File: src/hdl/bads_pkg.sv
// ----------------------------------------------------------------------------
// bads_pkg: shared types and constants of the box average density shader
// Channel payloads, window tap bundle, register indexes and the fixed-point
// reciprocals that turn the box sum into a Q.10 level.
// ----------------------------------------------------------------------------
package bads_pkg;

   // grid limits and field widths
   localparam int MAX_WIDTH      = 128;
   localparam int MAX_HEIGHT     = 128;
   localparam int COUNT_BITS     = 8;
   localparam int DIM_BITS       = 8;
   localparam int INS_BITS       = $clog2(MAX_WIDTH);
   localparam int CELLS_BITS     = $clog2(MAX_WIDTH * MAX_HEIGHT + 1);
   localparam int HS_BITS        = $clog2(3 * ((2 ** COUNT_BITS) - 1) + 1);
   localparam int SUM_BITS       = $clog2(9 * ((2 ** COUNT_BITS) - 1) + 1);
   localparam int LEVEL_BITS     = 16;

   // reciprocals: floor(v * 1024 / D) == (v * RECIP) >> RECIP_SHIFT over the value range
   localparam int RECIP_SHIFT    = 18;
   localparam int RECIP_BITS     = 25;
   localparam logic [RECIP_BITS-1:0] RECIP_BOX  = 25'd2982617;   // 1024 / 90
   localparam logic [RECIP_BITS-1:0] RECIP_CELL = 25'd26843546;  // 1024 / 10
   localparam int PROD_BITS      = SUM_BITS + RECIP_BITS;

   // output queue
   localparam int QUEUE_DEPTH    = 4;
   localparam int QUEUE_BITS     = $clog2(QUEUE_DEPTH);

   // register port
   localparam int CSR_INDEX_BITS = 2;
   localparam logic [CSR_INDEX_BITS-1:0] CSR_GRID_WIDTH  = 2'd0;
   localparam logic [CSR_INDEX_BITS-1:0] CSR_GRID_HEIGHT = 2'd1;
   localparam logic [DIM_BITS-1:0] GRID_WIDTH_RESET  = 8'd64;
   localparam logic [DIM_BITS-1:0] GRID_HEIGHT_RESET = 8'd64;

   typedef struct packed {
      logic [COUNT_BITS-1:0] cell_count;
      logic                  flush;
   } req_type;

   typedef struct packed {
      logic signed [LEVEL_BITS-1:0] blue_level;
      logic                         opaque;
      logic                         frame_end;
   } rsp_type;

   // one chain cell: row sum one line back, center count, row sum two lines back
   typedef struct packed {
      logic [HS_BITS-1:0]    hs_a;
      logic [COUNT_BITS-1:0] center;
      logic [HS_BITS-1:0]    hs_b;
   } tap_type;

   // result pending after a push
   typedef struct packed {
      logic valid;
      logic in_box;
      logic frame_end;
   } emit_type;

   // selected value on its way to scaling
   typedef struct packed {
      logic                valid;
      logic                in_box;
      logic                frame_end;
      logic [SUM_BITS-1:0] value;
   } stage_type;

endpackage

File: src/hdl/bads_queue.sv
// ----------------------------------------------------------------------------
// bads_queue: small result queue in front of the response channel
// Decouples the fixed-latency datapath from response stalls.
// ----------------------------------------------------------------------------
module bads_queue (
   input  logic              clock,
   input  logic              reset,
   input  logic              wr_valid,
   input  bads_pkg::rsp_type wr_item,
   input  logic              rd_ready,
   output logic              rd_valid,
   output bads_pkg::rsp_type rd_item
);
   import bads_pkg::*;

   rsp_type               store_ff [QUEUE_DEPTH];
   logic [QUEUE_BITS-1:0] wr_ptr_ff;
   logic [QUEUE_BITS-1:0] wr_ptr_in;
   logic [QUEUE_BITS-1:0] rd_ptr_ff;
   logic [QUEUE_BITS-1:0] rd_ptr_in;
   logic [QUEUE_BITS:0]   count_ff;
   logic [QUEUE_BITS:0]   count_in;
   logic                  rd_xfer;

   // pointer and fill bookkeeping
   always_comb begin
      rd_xfer   = rd_valid & rd_ready;
      wr_ptr_in = wr_valid ? wr_ptr_ff + 1'b1 : wr_ptr_ff;
      rd_ptr_in = rd_xfer ? rd_ptr_ff + 1'b1 : rd_ptr_ff;
      count_in  = count_ff + (QUEUE_BITS+1)'(wr_valid) - (QUEUE_BITS+1)'(rd_xfer);
   end

   always_ff @(posedge clock) begin
      if (reset) begin
         wr_ptr_ff <= '0;
         rd_ptr_ff <= '0;
         count_ff  <= '0;
      end else begin
         wr_ptr_ff <= wr_ptr_in;
         rd_ptr_ff <= rd_ptr_in;
         count_ff  <= count_in;
      end
   end

   // storage
   always_ff @(posedge clock) begin
      if (wr_valid) begin
         store_ff[wr_ptr_ff] <= wr_item;
      end
   end

   assign rd_valid = (count_ff != '0);
   assign rd_item  = store_ff[rd_ptr_ff];

endmodule

File: config.mk
export PLATFORM = sky130hd
export DESIGN_NAME = bads_queue
export DESIGN_NICKNAME = d
export VERILOG_FILES = /design/src/hdl/bads_pkg.sv /design/src/hdl/bads_queue.sv
export SDC_FILE = /design/constraint.sdc
export NUM_CORES = 1
export LEC_CHECK = 0
export ABC_CLOCK_PERIOD_IN_PS = 5850
export CAP_MARGIN = 20
export CORE_MARGIN = 8
export CORE_UTILIZATION = 31
export CTS_BUF_LIST = sky130_fd_sc_hd__clkbuf_4
export CTS_CLUSTER_DIAMETER = 200
export DETAILED_ROUTE_END_ITERATION = 8
export DONT_BUFFER_PORTS = 1
export GPL_ROUTABILITY_DRIVEN = 0
export PLACE_DENSITY_LB_ADDON = 0.05
export SLEW_MARGIN = 40
export SYNTH_ARGS = -nofsm -noshare
export SYNTH_HDL_FRONTEND = slang
export SYNTH_SLANG_ARGS = --single-unit
File: constraint.sdc
create_clock -name clock -period 5.85 [get_ports clock]
set_clock_uncertainty 0.1 [all_clocks]
set_input_delay 0.2925 -clock clock [delete_from_list [all_inputs] [get_ports clock]]
set_output_delay 0.2925 -clock clock [all_outputs]
set_load 0.02 [all_outputs]
==> flow_summary.toml <==
[pwr]
power_w = 0.00133
cellPowerDensity_nw_per_um2 = 369
p_leak_nw = 1.19
ir_drop_uv = 210

[route]
wl_um = 5580
via_count = 1357
drt_iter0_markers = 63
ant_nets = 0
post_drt_wl_per_cell_um = 18.2
dr.pass1.iters = 4
viasPerCell = 4.43
drc_errors = 0

[layout]
final_common_cell = "edfxtp_1"
drive_gt1_frac = 0.203
nets = 196
area_growth_pct = 16.3
final_cell_mix = "edfxtp_1, dlygate4sd3_1, mux4_2, clkbuf_4"

[critical_path]
required_ns = 5.46
r2r_slack_ns = 3.81
cp.arrival_ns = 1.83
cp_max_fo = 18
critPathCaptureType = "output port"
cp-start-kind = "register"
rr_worst_depth = 7
reg2reg_from = "count_ff[1]"
critPathKind = "reg2out"
rr_endpoint = "count_ff[2]"
crit_end = "rd_item[1]"

[place]
portBuffers = 0
hpwl_um = 3380
pre_cts_ws_ns = 3.83

[synth]
synth.avg_cell_area_um2 = 22.4
synth_cells = 139
ys_ff_latch = 81
ys_seq_area_frac = 0.753
synthesis.nets = 168
synth_cell_types = 21
netlist_area_um2 = 3110
ys.warnings.count = 0
synth_edf_count = 72
synthFlopType = "edfxtp_1"
synth-async-reset-ratio = 0

[sta]
whs_ns = 0.0286
worst_pin_slew_ns = 0.563
rsz0062_at_grt = "false"
hold_viol_final = 0
relSlewSlack = 0.624
fin_ws_ns = 3.63
finalCriticalPeriod_ns = 2.22
post-route-period-util = 0.380
slew_viol_final = 0
setup_viol = 0
setup_tns_ns = 0
fmax_mhz = 450

[grt]
antenna_found_initial = 0
grt_pass1_wl_um = 8350
grt_pass1_vias = 1492
grt_max_degree = 19
grt_overflow_total = 0
grt_usage = 0.0890

[clocking]
cts_sinks = 81
clk_pin_slew_ns = 0.11
clkLatencyLatePin_ns = 0.41
cts_resized = 0
clockBufferDepth = 2
tritoncts = "yes"
cts-htree-levels = 3
cts_root_buf = "clkbuf_4"
cts_buffers = 9

[job]
cap_violations = 0

[die]
start_util = 0.318
ioPinCount = 41
die_area_um2 = 13500
die_y_um = 116
die_x_um = 116
placeableCoreArea_um2 = 9770
rows = 36

[hold_path]
min_from = "reset"
hold_path_class = "in2reg"

[status]
outcome = "finished, final reports clean"
stage by stage:
stage	utilization	std cells	area [um^2]
final	0.370	306	3610
after global routing	0.370	305	3610
after CTS	0.370	305	3610
after detailed placement	0.332	268	3240
after global placement	0.331	268	3240
after floorplan	-	139	3110
critical path, cell delays in order (launching register included):
cell and delay (ns):
dfxtp_1 0.32, buf_4 0.34, mux4_1 0.76
state kept, by name, indices dropped and copies added, names as in the netlist, named ones only:
register	flops
store_ff	72
count_ff	3
rd_ptr_ff	2
wr_ptr_ff	2
per-layer routing:
metal  vias up  global-route usage  wire length [um]
met1       694               0.100              2340
li1        621                   -                 -
met3        10              0.0341               367
met4         0              0.0467                97
met2        32               0.144              2770
met5         -                   0                 0
how the worst min path moves through the flow:
stage,to,slack (ns),cells after the start
after floorplan,store_ff[0][0],0.29,0
after global placement,count_ff[0],0.27,1
after detailed placement,wr_ptr_ff[1],0.27,1
after CTS,rd_ptr_ff[1],0.003,2
after global routing,rd_ptr_ff[1],0.007,2
final,rd_ptr_ff[1],0.03,2
synthesized netlist by cell type, types with 2 or more instances:
master	number	area share
edfxtp_1	72	0.70
mux4_2	10	0.072
dfxtp_1	9	0.058
mux4_1	8	0.068
ha_1	6	0.024
inv_1	6	0.0072
nor2_1	5	0.0060
and2_1	4	0.0080
nor2b_1	4	0.0080
mux2_2	3	0.011
buf_2	2	0.0032
cell type report:
| class | count | area, um^2 |
|---|---|---|
| antenna | 1 | 2.50 |
| clock buffer | 10 | 75.1 |
| clock inverter | 6 | 82.6 |
| fill | 896 | 6160 |
| inverter | 6 | 22.5 |
| multi-input combinational | 47 | 704 |
| sequential | 81 | 2340 |
| tap | 133 | 166 |
| timing repair buffer | 22 | 218 |
what timing repair did:
item	in CTS	in global routing
endpoints found under the hold margin	77	0
setup buffers	0	0
hold buffers	21	0
kinds of logic after synthesis:
family                     Yosys count  synth area share
DFF                                 81             0.753
adders and majority gates            7            0.0306
xor gates and xnor gates             2            0.0105
AOI/OAI and AO/OA                    2           0.00563
muxes                               22             0.154
buffers and inverters               11            0.0217
and+or+nand+nor                     14            0.0241
power by group:
part           switching (W)  internal (W)
clock network       0.000184      0.000176
registers          0.0000239      0.000671
logic               0.000154      0.000123
total               0.000362      0.000971
Power figures use the tool's default switching activity.
