File: config.mk
export PLATFORM = sky130hd
export DESIGN_NAME = bads_scale
export DESIGN_NICKNAME = d
export VERILOG_FILES = /design/src/hdl/bads_pkg.sv /design/src/hdl/bads_scale.sv
export SDC_FILE = /design/constraint.sdc
export NUM_CORES = 1
export LEC_CHECK = 0
export BUFFER_PORTS_ARGS = -buffer_cell sky130_fd_sc_hd__buf_2
export CAP_MARGIN = 5
export CELL_PAD_IN_SITES_DETAIL_PLACEMENT = 1
export CELL_PAD_IN_SITES_GLOBAL_PLACEMENT = 2
export CORE_UTILIZATION = 30
export DETAILED_ROUTE_END_ITERATION = 12
export GPL_TIMING_DRIVEN = 1
export PLACE_DENSITY_LB_ADDON = 0.3
export SLEW_MARGIN = 5
export SYNTH_ARGS = -nofsm -noshare
export SYNTH_HDL_FRONTEND = slang
export SYNTH_SLANG_ARGS = --single-unit
File: constraint.sdc
create_clock -name clock -period 9.81 [get_ports clock]
set_input_delay 0.981 -clock clock [delete_from_list [all_inputs] [get_ports clock]]
set_output_delay 0.981 -clock clock [all_outputs]
set_load 0.02 [all_outputs]
File: src/hdl/bads_pkg.sv
// ----------------------------------------------------------------------------
// bads_pkg: shared types and constants of the box average density shader
// Channel payloads, window tap bundle, register indexes and the fixed-point
// reciprocals that turn the box sum into a Q.10 level.
// ----------------------------------------------------------------------------
package bads_pkg;

   // grid limits and field widths
   localparam int MAX_WIDTH      = 128;
   localparam int MAX_HEIGHT     = 128;
   localparam int COUNT_BITS     = 8;
   localparam int DIM_BITS       = 8;
   localparam int INS_BITS       = $clog2(MAX_WIDTH);
   localparam int CELLS_BITS     = $clog2(MAX_WIDTH * MAX_HEIGHT + 1);
   localparam int HS_BITS        = $clog2(3 * ((2 ** COUNT_BITS) - 1) + 1);
   localparam int SUM_BITS       = $clog2(9 * ((2 ** COUNT_BITS) - 1) + 1);
   localparam int LEVEL_BITS     = 16;

   // reciprocals: floor(v * 1024 / D) == (v * RECIP) >> RECIP_SHIFT over the value range
   localparam int RECIP_SHIFT    = 18;
   localparam int RECIP_BITS     = 25;
   localparam logic [RECIP_BITS-1:0] RECIP_BOX  = 25'd2982617;   // 1024 / 90
   localparam logic [RECIP_BITS-1:0] RECIP_CELL = 25'd26843546;  // 1024 / 10
   localparam int PROD_BITS      = SUM_BITS + RECIP_BITS;

   // output queue
   localparam int QUEUE_DEPTH    = 4;
   localparam int QUEUE_BITS     = $clog2(QUEUE_DEPTH);

   // register port
   localparam int CSR_INDEX_BITS = 2;
   localparam logic [CSR_INDEX_BITS-1:0] CSR_GRID_WIDTH  = 2'd0;
   localparam logic [CSR_INDEX_BITS-1:0] CSR_GRID_HEIGHT = 2'd1;
   localparam logic [DIM_BITS-1:0] GRID_WIDTH_RESET  = 8'd64;
   localparam logic [DIM_BITS-1:0] GRID_HEIGHT_RESET = 8'd64;

   typedef struct packed {
      logic [COUNT_BITS-1:0] cell_count;
      logic                  flush;
   } req_type;

   typedef struct packed {
      logic signed [LEVEL_BITS-1:0] blue_level;
      logic                         opaque;
      logic                         frame_end;
   } rsp_type;

   // one chain cell: row sum one line back, center count, row sum two lines back
   typedef struct packed {
      logic [HS_BITS-1:0]    hs_a;
      logic [COUNT_BITS-1:0] center;
      logic [HS_BITS-1:0]    hs_b;
   } tap_type;

   // result pending after a push
   typedef struct packed {
      logic valid;
      logic in_box;
      logic frame_end;
   } emit_type;

   // selected value on its way to scaling
   typedef struct packed {
      logic                valid;
      logic                in_box;
      logic                frame_end;
      logic [SUM_BITS-1:0] value;
   } stage_type;

endpackage

File: src/hdl/bads_scale.sv
// ----------------------------------------------------------------------------
// bads_scale: average and level formatting stage
// Registers the selected value, multiplies by the box or cell reciprocal and
// forms 1024 minus the truncated average in Q.10.
// ----------------------------------------------------------------------------
module bads_scale (
   input  logic                clock,
   input  logic                reset,
   input  bads_pkg::stage_type stage_in,
   output logic                item_valid,
   output bads_pkg::rsp_type   item
);
   import bads_pkg::*;

   localparam logic signed [LEVEL_BITS-1:0] LEVEL_ONE = 16'sd1024;

   logic                valid_ff;
   logic                inside_ff;
   logic                frame_end_ff;
   logic [SUM_BITS-1:0] value_ff;

   logic [RECIP_BITS-1:0] recip;
   logic [PROD_BITS-1:0]  product;
   logic [LEVEL_BITS-1:0] average;

   // stage register
   always_ff @(posedge clock) begin
      if (reset) begin
         valid_ff <= 1'b0;
      end else begin
         valid_ff <= stage_in.valid;
      end
   end

   always_ff @(posedge clock) begin
      inside_ff    <= stage_in.in_box;
      frame_end_ff <= stage_in.frame_end;
      value_ff     <= stage_in.value;
   end

   // reciprocal multiply, truncated average
   always_comb begin
      recip   = inside_ff ? RECIP_BOX : RECIP_CELL;
      product = PROD_BITS'(value_ff) * PROD_BITS'(recip);
      average = product[RECIP_SHIFT +: LEVEL_BITS];
   end

   always_comb begin
      item.blue_level = LEVEL_ONE - $signed(average);
      item.opaque     = (value_ff != '0);
      item.frame_end  = frame_end_ff;
   end

   assign item_valid = valid_ff;

endmodule

==> results.md <==
* Status: completed
* Asr flop ratio synth at 0%
* Vias per cell at 4.65
* Largest net degree at the start of global routing at 31
* Crit path capture type: output pin
* Die area at roughly 0.021 sq mm
* Largest family of logic cells by synthesized area: adder cells
* Tightest Pin Transition at 0.944 ns
* CTS tree: done
* Placed cell areas at 0.00666 sq mm
* Post-synth cell types at 63
* Detailed-route via count at 4642
* Slowest-stage cell, CP: dfxtp_1
* Req. time, crit path at 8.83 ns
* Initial Utilization at a little under a third
* Syn avg cell area at 8.91 sq um
* Clk slew on worst S/H paths at 0.05 ns
* Crit-path cells: nor2_1, xnor2_1, ha_1, a21oi_1, fa_1, inv_1, fa_1, inv_1, fa_1, fa_1, inv_1, ha_1, nand2_1, nor2_1, o211ai_1, a31oi_1, mux2i_1, nor2_1, o41a_1, o311a_1, a21oi_2, o2111ai_1, xnor2_1, buf_2
* Crit Path Class: reg2out
* Total Routing Usage GR at between 10% and 20%
* CTS Buf Count at 3
* Core Area at a little under 0.02 sq mm
* Worst Setup Start Kind: flip-flop
* Slowest stage delay, CP at ~0.93 ns
* Synth Register Bits at 15
* Tcrit/Tclk final at 89.3%
* WP data arrival at 7.78 ns
* Post-synthesis cell count at 688
* Global-route wire length before repair at 29700 microns
* Setup TNS at 0 ns
* Antenna viol nets, final at 0
* Xor/xnor share of the synthesized area at 4.43%
* Post-CTS setup buffer count at 0
* Worst hold path type: in2reg
* Fraction of the mapped netlist area in adder cells at 56.2%
* Number of synthesized flops with an enable pin at 0
* Top Family by Delay on Critical Path: adder cells
* Crit path buf inv count at 4
* Routed WL at roughly 18000 microns
* Final hold viol count at 0
* YS warnings at 0
* Post-DR wirelength/cell at 17.7 microns
* Initial DRT Pass Iterations at 4
* H-tree Lvls at 1
* Nets@finish at about 960
* Diode count at 0
* Initial DRC Count at 119
* Die Width at 145 microns
* Fill cell count at 2331
* Port buffer count at 35
* Period minus WS final at 8.76 ns
* Routability cong. at 0.905
* DIE HEIGHT at ~140 microns
* Grt ovf at 0
* Simple-Gate Fraction of Synth Area at 10.2%
* Slew Viols, Final at 0
* Main synth FF type: dfxtp_1
* # IOs at 36
* Compound-gate portion of the synthesized area at between 10% and 20%
* Layout cell share with drive strength beyond 1 at around 7.5%
* Setup violations, final at 0
* HPWL after DPL at 16100 microns
* Row count at 51
* Clk buf depth at 2
* Seq/Total Area, Yosys at under 10%
* End of the critical path: item[17]
* Post-route cell area at 0.00674 sq mm
* CTS Root Cell: clkbuf_16
* RSZ-0062 raised after global routing: no
* CTS sink count at 15
* Multiplexer area fraction after synthesis at less than 1%
* Drt drc at 0
* Post-CTS Hold Fix Bufs at 0
* Setup ws final at 1.05 ns
* Max-cap viol count at 0
* Initial antenna violation count at 0
* Max-slew headroom at a little under two fifths
* Critical path fanouts, max at 30
* CP startpoint: inside_ff
* Top cell by count, worst path: fa_1
* Pre-CTS WS at 1.30 ns
* Final core utilization at between 30% and 40%
* Post-CTS Resized at 0
* Mapped Area at 0.00613 sq mm
* CP Depth at 24
* Vias in the first global route at 5465
* Fmax at roughly 110 MHz
* Area delta synth->final at 9.86%
[cells in the final DEF (no fill, tap or decap), drive strengths merged, types with 5 or more instances in the layout]
master and count:
inv 212, fa 114, ha 93, nand2 37, buf 35, a21oi 31
xnor2 21, conb 18, o21ai 17, nor2 16, dfxtp 15, xor2 10
and2 8, nor2b 7, nor3 7, o211ai 7, nand2b 6, or2 5
and4 5, a211oi 5
[cell type report]
class,count,area (sq um),share of cell area (%)
multi-input cells,467,5050,75.0
repair buffers,35,175,2.60
well taps,265,332,4.92
flip-flops and latches,15,300,4.46
clock inverters,1,5.00,0.0743
clock buffers,3,75.1,1.11
inverters,212,796,11.8
[cells in the mapped netlist (3+ instances only)]
library cell    n  area, sq um
o211ai_1        7         52.6
nand3_1         4         20.0
ha_1           93         1160
and2_1          8         50.1
inv_1         212          796
clkbuf_1        8         30.0
nand2b_1        6         37.5
nor3_1          7         35.0
nor4_1          4         25.0
nor2b_1         7         43.8
a31oi_1         3         18.8
or3_1           3         18.8
dfxtp_1        15          300
a21oi_1        29          145
and4_1          4         35.0
xor2_1         10         87.6
nor2_1         16         60.1
nand2_1        37          139
o21a_1          3         22.5
xnor2_1        21          184
and3_1          3         18.8
o21bai_1        3         22.5
a211oi_1        4         30.0
o21ai_0        15         75.1
fa_1          114         2280
or2_2           4         25.0
[state kept, by name, summed over array words and instances, names as in the netlist]
register and count:
inside_ff 1, frame_end_ff 1, value_ff 12, item_valid 1
[layer usage]
| layer | track usage [%] | wire length, microns | vias up | share of wire, % |
|---|---|---|---|---|
| met1 | 24.2 | 8160 | 2370 | 46 |
| met3 | 0.881 | 421 | 8 | 2.4 |
| met5 | 0 | 0 | - | 0 |
| met2 | 32.9 | 8890 | 65 | 50 |
| li1 | - | - | 2199 | - |
| met4 | 2.07 | 159 | 0 | 0.90 |
[how the worst min path moves through the flow]
stage                            start           end  slack, ns  depth (start not counted)
after floorplan           stage_in[12]  frame_end_ff       1.01                          0
after global routing       stage_in[8]   value_ff[8]       0.82                          1
after global placement     stage_in[2]   value_ff[2]       1.08                          1
final                      stage_in[7]   value_ff[7]       0.82                          1
after detailed placement   stage_in[3]   value_ff[3]       1.09                          1
after CTS                  stage_in[2]   value_ff[2]       0.82                          1
[kinds of logic after synthesis]
group,after synthesis
and+or+nand+nor,117
buffers and inverters,222
muxes,2
other,2
DFF,15
xor gates and xnor gates,31
adders and majority gates,207
AOI/OAI and AO/OA,92
[per-stage QoR]
stage                     std cells  hold WS, ns
after floorplan                 704         1.01
after global placement          994         1.08
after detailed placement        994         1.09
after CTS                       998        0.822
after global routing            998        0.819
final                           998        0.824
Power is not shown: default switching activity piles up to over one toggle a cycle in this logic, so the estimate is an artifact.
