$ cat src/hdl/bads_pkg.sv
// ----------------------------------------------------------------------------
// bads_pkg: shared types and constants of the box average density shader
// Channel payloads, window tap bundle, register indexes and the fixed-point
// reciprocals that turn the box sum into a Q.10 level.
// ----------------------------------------------------------------------------
package bads_pkg;

   // grid limits and field widths
   localparam int MAX_WIDTH      = 128;
   localparam int MAX_HEIGHT     = 128;
   localparam int COUNT_BITS     = 8;
   localparam int DIM_BITS       = 8;
   localparam int INS_BITS       = $clog2(MAX_WIDTH);
   localparam int CELLS_BITS     = $clog2(MAX_WIDTH * MAX_HEIGHT + 1);
   localparam int HS_BITS        = $clog2(3 * ((2 ** COUNT_BITS) - 1) + 1);
   localparam int SUM_BITS       = $clog2(9 * ((2 ** COUNT_BITS) - 1) + 1);
   localparam int LEVEL_BITS     = 16;

   // reciprocals: floor(v * 1024 / D) == (v * RECIP) >> RECIP_SHIFT over the value range
   localparam int RECIP_SHIFT    = 18;
   localparam int RECIP_BITS     = 25;
   localparam logic [RECIP_BITS-1:0] RECIP_BOX  = 25'd2982617;   // 1024 / 90
   localparam logic [RECIP_BITS-1:0] RECIP_CELL = 25'd26843546;  // 1024 / 10
   localparam int PROD_BITS      = SUM_BITS + RECIP_BITS;

   // output queue
   localparam int QUEUE_DEPTH    = 4;
   localparam int QUEUE_BITS     = $clog2(QUEUE_DEPTH);

   // register port
   localparam int CSR_INDEX_BITS = 2;
   localparam logic [CSR_INDEX_BITS-1:0] CSR_GRID_WIDTH  = 2'd0;
   localparam logic [CSR_INDEX_BITS-1:0] CSR_GRID_HEIGHT = 2'd1;
   localparam logic [DIM_BITS-1:0] GRID_WIDTH_RESET  = 8'd64;
   localparam logic [DIM_BITS-1:0] GRID_HEIGHT_RESET = 8'd64;

   typedef struct packed {
      logic [COUNT_BITS-1:0] cell_count;
      logic                  flush;
   } req_type;

   typedef struct packed {
      logic signed [LEVEL_BITS-1:0] blue_level;
      logic                         opaque;
      logic                         frame_end;
   } rsp_type;

   // one chain cell: row sum one line back, center count, row sum two lines back
   typedef struct packed {
      logic [HS_BITS-1:0]    hs_a;
      logic [COUNT_BITS-1:0] center;
      logic [HS_BITS-1:0]    hs_b;
   } tap_type;

   // result pending after a push
   typedef struct packed {
      logic valid;
      logic in_box;
      logic frame_end;
   } emit_type;

   // selected value on its way to scaling
   typedef struct packed {
      logic                valid;
      logic                in_box;
      logic                frame_end;
      logic [SUM_BITS-1:0] value;
   } stage_type;

endpackage

$ cat src/hdl/bads_cell.sv
// ----------------------------------------------------------------------------
// bads_cell: one stage of the line delay chain
// Loads either its upstream neighbor or the broadcast insert value on a push.
// ----------------------------------------------------------------------------
module bads_cell (
   input  logic              clock,
   input  logic              shift,
   input  logic              insert,
   input  bads_pkg::tap_type ins_value,
   input  bads_pkg::tap_type prev_value,
   output bads_pkg::tap_type value
);
   import bads_pkg::*;

   tap_type value_ff;
   tap_type value_in;

   // insertion point picks the fresh value, others take the neighbor
   always_comb begin
      value_in = insert ? ins_value : prev_value;
   end

   always_ff @(posedge clock) begin
      if (shift) begin
         value_ff <= value_in;
      end
   end

   assign value = value_ff;

endmodule

$ cat src/hdl/bads_chain.sv
// ----------------------------------------------------------------------------
// bads_chain: variable-length line delay built from a row of cells
// Values enter at cell MAX_WIDTH-w and leave at the last cell, so the
// output lags the insert value by exactly w pushes.
// ----------------------------------------------------------------------------
module bads_chain (
   input  logic                          clock,
   input  logic                          shift,
   input  logic [bads_pkg::INS_BITS-1:0] ins_point,
   input  bads_pkg::tap_type             ins_value,
   output bads_pkg::tap_type             out_value
);
   import bads_pkg::*;

   tap_type link [MAX_WIDTH];

   genvar k;
   generate
      for (k = 0; k < MAX_WIDTH; k++) begin : g_cell
         tap_type prev_value;
         if (k == 0) begin : g_head
            assign prev_value = '0;
         end else begin : g_body
            assign prev_value = link[k-1];
         end
         bads_cell u_cell (
            .clock      (clock),
            .shift      (shift),
            .insert     (ins_point == INS_BITS'(k)),
            .ins_value  (ins_value),
            .prev_value (prev_value),
            .value      (link[k])
         );
      end
   endgenerate

   assign out_value = link[MAX_WIDTH-1];

endmodule

$ cat config.mk
export PLATFORM = sky130hd
export DESIGN_NAME = bads_chain
export DESIGN_NICKNAME = d
export VERILOG_FILES = /design/src/hdl/bads_pkg.sv /design/src/hdl/bads_cell.sv /design/src/hdl/bads_chain.sv
export SDC_FILE = /design/constraint.sdc
export NUM_CORES = 2
export LEC_CHECK = 0
export BUFFER_PORTS_ARGS = -buffer_cell sky130_fd_sc_hd__buf_2
export CORE_MARGIN = 1
export CORE_UTILIZATION = 46
export DETAILED_ROUTE_END_ITERATION = 12
export HOLD_SLACK_MARGIN = 0.1
export PLACE_DENSITY = 0.68
export SYNTH_ARGS = -nofsm -noshare
export SYNTH_HDL_FRONTEND = slang
export SYNTH_SLANG_ARGS = --single-unit
export TNS_END_PERCENT = 5
$ cat constraint.sdc
create_clock -name clock -period 2.9 [get_ports clock]
set_input_delay 0.725 -clock clock [delete_from_list [all_inputs] [get_ports clock]]
set_output_delay 0.725 -clock clock [all_outputs]
set_load 0.03 [all_outputs]
==> results.json <==
{
  "status": "finished, final reports clean",
  "cts_tree": "yes",
  "fin_crit_ns": 2.386,
  "syn_area_um2": 153000,
  "hold_class": "primary input to flip-flop",
  "tightest_slew_ns": 1.048,
  "cap_violations": 0,
  "synthDistinctLibCells": 28,
  "synth_compound_area_share_pct": 0,
  "grt_max_degree": 113,
  "path_cells": "buf_2 > buf_4 > nand4b_1 > buf_4 > nor2_2 > buf_12 > mux2_2",
  "holdWs_ns": 0.2693,
  "clock_latency_ns": 0.94,
  "grt_usage_pct": 18.29,
  "hold_viol_final": 0,
  "finalClockSkew_ns": 0.07173,
  "rsz0062_at_grt": "false",
  "clockRootBuffer": "clkbuf_16",
  "io_pins": 65,
  "post_drt_wl_per_cell_um": 24.10,
  "drtIter0Drc": 5656,
  "ff2ff_setup_slack_ns": 1.81,
  "rows": 211,
  "nets": 8175,
  "core-area_um2": 330500,
  "path_depth": 7,
  "grt.overflow.total": 0,
  "vdd_drop_max_uv": 696.5,
  "cp.arrival_ns": 3.01,
  "end_kind": "flip-flop",
  "swShare_pct": 21.25,
  "ant_nets": 0,
  "ctsResizeCount": 0,
  "path_class": "primary input to flip-flop",
  "die_area_um2": 334900,
  "io_buffers": 64,
  "postLayoutCoreUtil_pct": 52.37,
  "slew_headroom_pct": 30.14,
  "clk_pin_slew_worst_paths_ns": 0.06,
  "grt_first_pass_wirelength_um": 472600,
  "synth_top_family_by_area": "multiplexers",
  "ctsHoldBuffers": 0,
  "first_pass_iters": 5,
  "critical-path-top-delay-family": "buffers and inverters",
  "yosys.area_share.simple_pct": 0.9184,
  "cp_max_fo": 28,
  "cts_made_buffers": 372,
  "synth_cells": 8012,
  "power.switching_uw": 24180,
  "combPwrFrac_pct": 5.2,
  "cpPeakStageDelay_ns": 0.57,
  "clock_path_buffers": 4,
  "antenna_found_initial": 9,
  "drv_slew": 0,
  "cts.htree.levels": 5,
  "dp_hpwl_um": 177300,
  "whs_path_depth": 2,
  "synthToLayoutAreaGrowth_pct": 13.14,
  "cts_sinks": 3584,
  "finalSetupViolations": 0,
  "vias_per_cell": 5.569,
  "p_int_uw": 89600,
  "synth_nets": 8049,
  "vias": 71300,
  "min_from": "ins_value[19]",
  "clock.fmax_ghz": 0.4191,
  "synth_fa_ha_area_share_pct": 0,
  "post_cts_buffers": 0,
  "synth_seq_area_share_pct": 70.35,
  "dp.cells": 12130,
  "worstSetupStartpointType": "primary input",
  "yosys_warnings": 0,
  "p_total_uw": 113800,
  "place_congestion": 0.7934,
  "clockPowerShare_pct": 41.0,
  "path_buf_inv": 4,
  "start_util_pct": 46.28,
  "r2r-start": "g_cell[21].u_cell.value[23]",
  "min_to": "g_cell[92].u_cell.value[19]",
  "period_share_pct": 82.28,
  "reg2reg_to": "g_cell[22].u_cell.value[23]",
  "synth_seq_cells": 3584,
  "drive_above_1_share_pct": 54.86,
  "drt-total-wl_um": 308600,
  "drc_errors": 0,
  "final_cells": 12800,
  "leakage_uw": 0.05953,
  "cp.required_ns": 3.52,
  "cp_slowest_cell": "nand4b_1",
  "muxShareOfSynthArea_pct": 26.57,
  "synthXorXnorAreaFrac_pct": 0,
  "die_x_um": 578.7,
  "power_density_nw_per_um2": 657.3,
  "die_h_um": 578.7,
  "largest_reg_flops": 3584,
  "syn_avg_cell_area_um2": 19.09,
  "r2r_cells": 1,
  "cpMostUsedCell": "buf_4",
  "share_seq_of_total_power_pct": 53.8,
  "grt_pass1_vias": 74310
}
## how the worst max path moves through the flow
stage | start | to | slack (ns)
finish | ins_point[2] | g_cell[11].u_cell.value[20] | 0.51
global route | g_cell[127].u_cell.value[26] | out_value[26] | 0.57
global placement | ins_point[0] | g_cell[11].u_cell.value[24] | -0.28
CTS | g_cell[127].u_cell.value[13] | out_value[13] | 0.54
detailed placement | ins_point[2] | g_cell[11].u_cell.value[24] | -0.30
floorplan | ins_point[6] | g_cell[55].u_cell.value[10] | 0.44
## cell usage after synthesis
| library cell | instances | area share, % |
|---|---|---|
| buf_6 | 2 | 0.015 |
| buf_4 | 53 | 0.26 |
| edfxtp_1 | 3584 | 70 |
| nand3_1 | 1 | 0.0033 |
| nand2_1 | 17 | 0.042 |
| nor3b_1 | 3 | 0.015 |
| nor4_4 | 1 | 0.014 |
| mux2_1 | 7 | 0.052 |
| and4bb_2 | 6 | 0.049 |
| nand4b_1 | 4 | 0.023 |
| nand3b_1 | 3 | 0.015 |
| nor2_4 | 12 | 0.088 |
| mux2_2 | 3389 | 25 |
| or3_1 | 1 | 0.0041 |
| nor4b_1 | 4 | 0.023 |
| and3_1 | 29 | 0.12 |
| buf_2 | 215 | 0.70 |
| nor2_8 | 8 | 0.10 |
| nand4_4 | 1 | 0.014 |
| or3b_1 | 3 | 0.017 |
| nor3_1 | 1 | 0.0033 |
| buf_12 | 16 | 0.21 |
| clkbuf_1 | 398 | 0.98 |
| nor2_2 | 20 | 0.082 |
| buf_1 | 1 | 0.0025 |
| and3b_1 | 3 | 0.017 |
| mux2_4 | 160 | 1.6 |
| nand2_2 | 70 | 0.29 |
## routing by layer
metal	share of wire, %	vias up	wire (um)	global-route usage [%]
li1	-	31740	-	-
met1	44	37690	136400	25.21
met2	49	1475	151400	30.51
met3	4.3	401	13300	2.458
met4	2.4	0	7552	4.982
met5	0	-	0	0
## logic make-up (layout without fill, tap and decap cells)
| group | count (synthesis) | in the layout |
|---|---|---|
| buf+inv | 685 | 1109 |
| simple gates | 187 | 187 |
| flops | 3584 | 3584 |
| mux | 3556 | 3556 |
| other cells | 0 | 1 |
## power by group through the flow
stage / clock network [uW] / registers (uW) / logic [uW]
3_3_place_gp: 0 / 62300 / 5780
6_report: 46600 / 61300 / 5900
3_5_place_dp: 0 / 62300 / 5930
2_1_floorplan: 0 / 62000 / 3250
5_1_grt: 49600 / 61500 / 6350
4_1_cts: 47700 / 61300 / 5990
## cell type report
type / instances / area, um^2
fillers: 25620 / 157400
flip-flops and latches: 3584 / 107600
multi-input cells: 3743 / 42100
clock buffers: 443 / 9618
repair buffers: 437 / 6013
well taps: 4366 / 5463
clock inverters: 229 / 2262
diodes: 1 / 2.502
## placed cells by master (no fill, tap or decap), types with 10 or more instances in the layout
cell and count:
nor2_2 18, clkinv_16 10, nand2_1 17, and3_1 29, clkbuf_16 374, clkinv_1 87
mux2_2 3389, clkinv_2 75, edfxtp_1 3584, buf_4 157, bufinv_16 30, clkbuf_1 69
nand2_2 70, mux2_4 160, buf_6 28, buf_2 35, nor2_4 14, buf_12 217
## per-stage QoR
step           TNS, ns  instance area [um^2]  worst slack (ns)
2_1_floorplan        0                153000            0.4367
3_3_place_gp    -49.57                161200           -0.2800
3_5_place_dp    -53.67                161200           -0.3025
4_1_cts              0                173100            0.5359
5_1_grt              0                173100            0.5696
6_report             0                173100            0.5138
Note: power is estimated with default switching activity, not from simulation.
